$ cat src/hw/rtl/time_of_day_shift_and_difference_assert.svh
// Assertion macros for the time-of-day shift and difference block.
// Uses no package; included by files that carry concurrent checks.
`ifndef TIME_OF_DAY_SHIFT_AND_DIFFERENCE_ASSERT_SVH
`define TIME_OF_DAY_SHIFT_AND_DIFFERENCE_ASSERT_SVH

// Same-cycle implication, checked out of reset.
`define TOD_ASSERT_NOW(lbl, clk, rst_n, ante, cons) \
    lbl: assert property (@(posedge clk) disable iff (!(rst_n)) (ante) |-> (cons)) \
        else $error("tod: same-cycle check failed");

// Next-cycle implication, checked out of reset.
`define TOD_ASSERT_NEXT(lbl, clk, rst_n, ante, cons) \
    lbl: assert property (@(posedge clk) disable iff (!(rst_n)) (ante) |=> (cons)) \
        else $error("tod: next-cycle check failed");

`endif

$ cat src/hw/rtl/tod_pkg.sv
// Shared types and constants for the time-of-day shift and difference block.
// Depends on nothing; used by tod_calc and the top level.
`timescale 1ns / 1ps
`default_nettype none

package tod_pkg;

    // Operation codes
    typedef enum logic [1:0] {
        OP_SET  = 2'd0,
        OP_FWD  = 2'd1,
        OP_BACK = 2'd2,
        OP_DIFF = 2'd3
    } t_tod_op;

    // Field limits and moduli
    localparam logic [4:0] HOUR_MAX   = 5'd23;
    localparam logic [5:0] MINSEC_MAX = 6'd59;
    localparam logic [5:0] HOUR_MOD   = 6'd24;
    localparam logic [6:0] MINSEC_MOD = 7'd60;

    typedef struct packed {
        logic [4:0] hour;
        logic [5:0] minute;
        logic [5:0] second;
    } t_tod_time;

    typedef struct packed {
        t_tod_op    op;
        logic [4:0] in_hour;
        logic [5:0] in_minute;
        logic [5:0] in_second;
    } t_tod_req;

    typedef struct packed {
        logic [4:0] now_hour;
        logic [5:0] now_minute;
        logic [5:0] now_second;
        logic [4:0] diff_hour;
        logic [5:0] diff_minute;
        logic [5:0] diff_second;
        logic       rejected;
    } t_tod_rsp;

endpackage

`default_nettype wire

$ cat src/hw/rtl/tod_calc.sv
// Combinational time-of-day arithmetic: set, shift with wrap, difference.
// Depends on tod_pkg; works in h:m:s with carries instead of a seconds count.
`timescale 1ns / 1ps
`default_nettype none

module tod_calc (
    input  wire tod_pkg::t_tod_req  i_req,
    input  wire tod_pkg::t_tod_time i_time,
    output tod_pkg::t_tod_rsp       o_rsp
);

    // Add two in-range times, wrap at 24 hours
    function automatic tod_pkg::t_tod_time f_add(tod_pkg::t_tod_time a,
                                                 tod_pkg::t_tod_time b);
        logic [6:0] s_sum;
        logic [6:0] m_sum;
        logic [5:0] h_sum;
        logic       cs;
        logic       cm;
        tod_pkg::t_tod_time r;
        s_sum    = {1'b0, a.second} + {1'b0, b.second};
        cs       = (s_sum >= tod_pkg::MINSEC_MOD);
        r.second = cs ? 6'(s_sum - tod_pkg::MINSEC_MOD) : s_sum[5:0];
        m_sum    = {1'b0, a.minute} + {1'b0, b.minute} + {6'd0, cs};
        cm       = (m_sum >= tod_pkg::MINSEC_MOD);
        r.minute = cm ? 6'(m_sum - tod_pkg::MINSEC_MOD) : m_sum[5:0];
        h_sum    = {1'b0, a.hour} + {1'b0, b.hour} + {5'd0, cm};
        r.hour   = (h_sum >= tod_pkg::HOUR_MOD) ? 5'(h_sum - tod_pkg::HOUR_MOD)
                                                 : h_sum[4:0];
        return r;
    endfunction

    // Subtract two in-range times, wrap below midnight
    function automatic tod_pkg::t_tod_time f_sub(tod_pkg::t_tod_time a,
                                                 tod_pkg::t_tod_time b);
        logic [6:0] s_d;
        logic [6:0] m_d;
        logic [5:0] h_d;
        logic       bs;
        logic       bm;
        tod_pkg::t_tod_time r;
        s_d      = {1'b0, a.second} - {1'b0, b.second};
        bs       = s_d[6];
        r.second = bs ? 6'(s_d + tod_pkg::MINSEC_MOD) : s_d[5:0];
        m_d      = {1'b0, a.minute} - {1'b0, b.minute} - {6'd0, bs};
        bm       = m_d[6];
        r.minute = bm ? 6'(m_d + tod_pkg::MINSEC_MOD) : m_d[5:0];
        h_d      = {1'b0, a.hour} - {1'b0, b.hour} - {5'd0, bm};
        r.hour   = h_d[5] ? 5'(h_d + tod_pkg::HOUR_MOD) : h_d[4:0];
        return r;
    endfunction

    tod_pkg::t_tod_time w_opnd;
    tod_pkg::t_tod_time w_next;
    tod_pkg::t_tod_time w_diff;
    logic               w_bad;
    logic               w_t_ge_o;

    assign w_opnd = '{hour: i_req.in_hour, minute: i_req.in_minute,
                      second: i_req.in_second};

    // Range check on the operand, for every operation
    assign w_bad = (i_req.in_hour > tod_pkg::HOUR_MAX)
                || (i_req.in_minute > tod_pkg::MINSEC_MAX)
                || (i_req.in_second > tod_pkg::MINSEC_MAX);

    // Fields are in range, so the packed word orders like the seconds count
    assign w_t_ge_o = (i_time >= w_opnd);

    // Select the new stored time and the difference
    always_comb begin
        w_next = i_time;
        w_diff = '0;
        if (!w_bad) begin
            case (i_req.op)
                tod_pkg::OP_SET:  w_next = w_opnd;
                tod_pkg::OP_FWD:  w_next = f_add(i_time, w_opnd);
                tod_pkg::OP_BACK: w_next = f_sub(i_time, w_opnd);
                tod_pkg::OP_DIFF: w_diff = w_t_ge_o ? f_sub(i_time, w_opnd)
                                                    : f_sub(w_opnd, i_time);
                default:          w_next = i_time;
            endcase
        end
    end

    assign o_rsp = '{now_hour:    w_next.hour,
                     now_minute:  w_next.minute,
                     now_second:  w_next.second,
                     diff_hour:   w_diff.hour,
                     diff_minute: w_diff.minute,
                     diff_second: w_diff.second,
                     rejected:    w_bad};

endmodule

`default_nettype wire

$ cat src/hw/rtl/time_of_day_shift_and_difference.sv
// Top level: request register, stored time of day, result register.
// Depends on tod_pkg, tod_calc and time_of_day_shift_and_difference_assert.svh.
//
//   Channel  | Handshake             | Payload
//   request  | i_valid / o_stall     | i_req (tod_pkg::t_tod_req)
//   result   | o_valid / i_stall     | o_rsp (tod_pkg::t_tod_rsp)
//
// One request per clock while i_stall is low; a taken request goes to the
// request register, then through tod_calc into the result register, and the
// stored time updates at the edge that loads the result.
// Reset (synchronous, active low) empties both registers and clears the time.
// A stall on the result side holds the result register; the request register
// still fills, and o_stall rises once both registers hold a request.
`timescale 1ns / 1ps
`default_nettype none
`include "time_of_day_shift_and_difference_assert.svh"

module time_of_day_shift_and_difference (
    input  wire                    i_clk,
    input  wire                    i_rst_n,
    input  wire                    i_valid,
    output logic                   o_stall,
    input  wire tod_pkg::t_tod_req i_req,
    output logic                   o_valid,
    input  wire                    i_stall,
    output tod_pkg::t_tod_rsp      o_rsp
);

    logic               r_req_valid;
    logic               n_req_valid;
    tod_pkg::t_tod_req  r_req;
    logic               r_rsp_valid;
    logic               n_rsp_valid;
    tod_pkg::t_tod_rsp  r_rsp;
    tod_pkg::t_tod_time r_time;
    tod_pkg::t_tod_time n_time;
    tod_pkg::t_tod_rsp  w_calc;
    logic               w_out_ready;
    logic               w_adv;
    logic               w_take;
    logic               w_time_ok;
    logic               w_diff_zero;

    // Flow control
    assign w_out_ready = !r_rsp_valid || !i_stall;
    assign w_adv       = r_req_valid && w_out_ready;
    assign o_stall     = r_req_valid && !w_out_ready;
    assign w_take      = i_valid && !o_stall;

    tod_calc u_calc (
        .i_req  (r_req),
        .i_time (r_time),
        .o_rsp  (w_calc)
    );

    // Next-state logic
    always_comb begin
        n_req_valid = r_req_valid;
        if (w_take) begin
            n_req_valid = 1'b1;
        end else if (w_adv) begin
            n_req_valid = 1'b0;
        end
        n_rsp_valid = r_rsp_valid;
        if (w_adv) begin
            n_rsp_valid = 1'b1;
        end else if (!i_stall) begin
            n_rsp_valid = 1'b0;
        end
        n_time = r_time;
        if (w_adv) begin
            n_time = '{hour: w_calc.now_hour, minute: w_calc.now_minute,
                       second: w_calc.now_second};
        end
    end

    // Control and stored time
    always_ff @(posedge i_clk) begin
        if (!i_rst_n) begin
            r_req_valid <= 1'b0;
            r_rsp_valid <= 1'b0;
            r_time      <= '0;
        end else begin
            r_req_valid <= n_req_valid;
            r_rsp_valid <= n_rsp_valid;
            r_time      <= n_time;
        end
    end

    // Payload registers
    always_ff @(posedge i_clk) begin
        if (w_take) begin
            r_req <= i_req;
        end
        if (w_adv) begin
            r_rsp <= w_calc;
        end
    end

    assign o_valid = r_rsp_valid;
    assign o_rsp   = r_rsp;

    // Terms for the checks
    assign w_time_ok   = (r_time.hour <= tod_pkg::HOUR_MAX)
                      && (r_time.minute <= tod_pkg::MINSEC_MAX)
                      && (r_time.second <= tod_pkg::MINSEC_MAX);
    assign w_diff_zero = (o_rsp.diff_hour == 5'd0)
                      && (o_rsp.diff_minute == 6'd0)
                      && (o_rsp.diff_second == 6'd0);

    // Checks
    `TOD_ASSERT_NOW(a_time_in_range, i_clk, i_rst_n, 1'b1, w_time_ok)
    `TOD_ASSERT_NOW(a_reject_no_diff, i_clk, i_rst_n, o_valid && o_rsp.rejected, w_diff_zero)
    `TOD_ASSERT_NEXT(a_time_holds_idle, i_clk, i_rst_n, !w_adv, $stable(r_time))
    `TOD_ASSERT_NEXT(a_time_holds_reject, i_clk, i_rst_n, w_adv && w_calc.rejected, $stable(r_time))

endmodule

`default_nettype wire
$ cat config.mk
export PLATFORM = sky130hd
export DESIGN_NAME = time_of_day_shift_and_difference
export DESIGN_NICKNAME = d
export VERILOG_FILES = /design/src/hw/rtl/tod_pkg.sv /design/src/hw/rtl/tod_calc.sv /design/src/hw/rtl/time_of_day_shift_and_difference.sv
export VERILOG_INCLUDE_DIRS = /design/src /design/src/hw/rtl
export SDC_FILE = /design/constraint.sdc
export NUM_CORES = 1
export LEC_CHECK = 0
export BUFFER_PORTS_ARGS = -buffer_cell sky130_fd_sc_hd__buf_2
export CELL_PAD_IN_SITES_DETAIL_PLACEMENT = 1
export CELL_PAD_IN_SITES_GLOBAL_PLACEMENT = 1
export CORE_MARGIN = 2
export CORE_UTILIZATION = 40
export DETAILED_ROUTE_END_ITERATION = 10
export PLACE_DENSITY_LB_ADDON = 0.1
export SYNTH_ARGS = -nofsm -noshare
export SYNTH_HDL_FRONTEND = slang
export SYNTH_SLANG_ARGS = --single-unit
export TNS_END_PERCENT = 10
$ cat constraint.sdc
create_clock -name i_clk -period 12.2 [get_ports i_clk]
set_input_delay 0.61 -clock i_clk [delete_from_list [all_inputs] [get_ports i_clk]]
set_output_delay 0.61 -clock i_clk [all_outputs]
set_load 0.05 [all_outputs]
==> flow_summary.json <==
{
  "ctsHoldBuffers": 0,
  "slew_viol_final": 0,
  "crit_top_cell": "inv_1",
  "crit_buf_inv": 5,
  "path_max_fanout": 15,
  "place_inst": 958,
  "pin_count": 60,
  "cap_viol_max_count": 0,
  "drive_above_1_share": 0.132,
  "setup_tns_ps": 0,
  "gp_congestion": 0.859,
  "synth_nets": 818,
  "synth-main-ff-cell": "edfxtp_1",
  "clock_latency_ps": 360,
  "clk_pin_slew_ps": 70,
  "worst_pin_slew_ps": 1180,
  "cts_tree": "yes",
  "htreeDepth": 3,
  "min_path_type": "primary input to register",
  "worstSetupStartpointType": "register",
  "ys_types": 69,
  "status": "complete, no violations",
  "critical_path.top_delay_family": "adder cells",
  "wirelength_um": 20600,
  "fin_skew_ps": 12.1,
  "die_y_um": 131,
  "synth_cells": 702,
  "row_count": 46,
  "p_switching_uw": 365,
  "netlist_area_mm2": 0.00650,
  "async_flop_share": 0,
  "pwr-share-seq": 0.318,
  "dr.pass1.iters": 4,
  "vias_per_cell": 5.59,
  "period_minus_slack_ps": 6960,
  "seq_area_frac_synth": 0.308,
  "route.antenna.remaining_nets": 0,
  "synthToLayoutAreaGrowth_pct": 12.5,
  "power_frac_comb": 0.392,
  "cts_root_buf": "clkbuf_16",
  "finalNetCount": 869,
  "min_period_over_period": 0.571,
  "setup_viol": 0,
  "drt-initial-drc-count": 224,
  "p_int_uw": 580,
  "dieArea_mm2": 0.0173,
  "fp.dieW_um": 131,
  "crit_type": "register to register",
  "portBuffers": 59,
  "clockBufferDepth": 2,
  "peakVddDrop_mv": 0.0775,
  "switching_share": 0.386,
  "yosys_warnings": 0,
  "worstPathRequired_ps": 12380,
  "stdcell_count": 974,
  "initial_core_util": 0.409,
  "final_cell_mix": "inv_1, ha_1, buf_2, edfxtp_1, nor2_1",
  "p_per_area_mw_per_mm2": 129,
  "leakage_uw": 0.00306,
  "top_usage_layer": "met2",
  "end_kind": "register",
  "slowest_stage": "ha_1",
  "coreArea_mm2": 0.0159,
  "drcViolationCount": 0,
  "grt_use_total": 0.245,
  "grt_antenna_before_repair": 0,
  "grt_pass1_wl_um": 32900,
  "use_met3": 0.0313,
  "num_vias": 5446,
  "grt_start_max_net_pins": 50,
  "cts_resized": 0,
  "cts_made_buffers": 9,
  "holdWs_ps": 424,
  "dp_hpwl_um": 15800,
  "grt_pass1_vias": 5878,
  "relSlewSlack": 0.211,
  "fin_util": 0.460,
  "synth_edf_count": 54,
  "overflow": 0,
  "cts_sinks": 73,
  "num_antenna_cells": 0,
  "crit_arrival_ps": 7140,
  "cpPeakStageDelay_ps": 590,
  "use_met2": 0.409,
  "grtUsageMet1": 0.333,
  "final_common_cell": "inv_1",
  "p_clk_frac": 0.291,
  "wl_per_cell_um": 21.1,
  "postSynthAreaPerCell_um2": 9.26,
  "fmax_mhz": 144,
  "grt_setup_unrepaired": "no",
  "hold_viol": 0,
  "cts_setup_buffers": 0,
  "synth_seq_cells": 73
}
==> flip-flops by register name, summed over array words and instances, names as in the netlist <==
signal / flops
r_time: 17
o_valid: 1
r_req_valid: 1
o_rsp: 35
r_req: 19
==> stage by stage <==
| stage | power [µW] | setup slack (ps) | area (µm²) |
|---|---|---|---|
| floorplan | 572 | 6350 | 6500 |
| global placement | 666 | 5580 | 7020 |
| detailed placement | 673 | 5260 | 7020 |
| CTS | 952 | 5220 | 7310 |
| global route | 1000 | 4670 | 7310 |
| finish | 945 | 5240 | 7310 |
==> power groups by stage <==
stage	registers [µW]	logic (µW)	clock network (µW)
6_report	300	370	275
5_1_grt	303	410	290
4_1_cts	300	372	280
3_5_place_dp	305	367	0
3_3_place_gp	304	361	0
2_1_floorplan	330	242	0
==> metal layers <==
| metal | vias to the layer above | part of all wire |
|---|---|---|
| met5 | - | 0 |
| met4 | 0 | 0.021 |
| met3 | 26 | 0.034 |
| met2 | 99 | 0.47 |
| met1 | 2710 | 0.48 |
| li1 | 2611 | - |
==> final cells by class <==
type	count	area, µm²
timing repair buffer	64	333
inverter	84	315
sequential	73	2000
multi-input combinational	521	4100
tap	216	270
clock buffer	9	225
clock inverter	7	70.1
fill	1875	8570
==> final timing paths <==
check,from,endpoint,slack (ps),cells past startpoint
worst max register to register,r_req[2],o_rsp[34],5240,31
worst min-delay path,i_req[3],r_req[3],420,1
worst min register to register,r_time[0],r_time[0],520,2
worst max-delay path,r_req[2],o_rsp[34],5240,31
==> synthesized netlist by cell type, types with 4 or more instances <==
cell	number	area, µm²
dfxtp_1	19	380
fa_1	17	340
nand3_1	6	30.0
nand2b_1	9	56.3
a211oi_1	21	158
nand2_1	41	154
nor3_1	10	50.1
xnor2_1	34	298
a2111o_1	4	45.0
nor3b_1	5	37.5
inv_1	84	315
o21bai_1	6	45.0
nor4b_1	5	43.8
mux2_2	4	45.0
nor2_1	47	176
o211ai_1	9	67.6
edfxtp_1	54	1620
nand3b_1	5	37.5
o31ai_1	5	37.5
and3_1	6	37.5
a2111oi_0	4	35.0
xor2_1	13	114
o21a_1	9	67.6
nor2b_1	17	106
o22ai_1	4	25.0
nand4_1	5	31.3
buf_2	8	40.0
a21boi_0	8	60.1
ha_1	76	951
a21oi_1	46	230
clkbuf_1	14	52.6
or3_1	6	37.5
o21ai_0	37	185
a311oi_1	5	43.8
mux2i_1	7	70.1
o311ai_0	4	35.0
==> worst reg2reg max path, delay by kind of cell, from the launching register on <==
kind                     cells  cell delay (ps)
AO/OA/AOI/OAI                8             1440
XOR/XNOR                     3              590
adder cells (fa/ha/maj)      6             2120
buffers and inverters        5              410
flip-flops                   1              440
AND/OR/NAND/NOR              9             1820
==> logic make-up (layout without fill, tap and decap cells) <==
| family | Yosys count | count (layout) | share of synthesized area |
|---|---|---|---|
| AOI/OAI and AO/OA | 194 | 194 | 0.207 |
| xor gates and xnor gates | 48 | 48 | 0.0668 |
| adders and majority gates | 93 | 93 | 0.199 |
| buffers and inverters | 108 | 164 | 0.0645 |
| DFF | 73 | 73 | 0.308 |
| muxes | 11 | 11 | 0.0177 |
| and+or+nand+nor | 175 | 175 | 0.138 |
(Power assumes the default switching activity.)
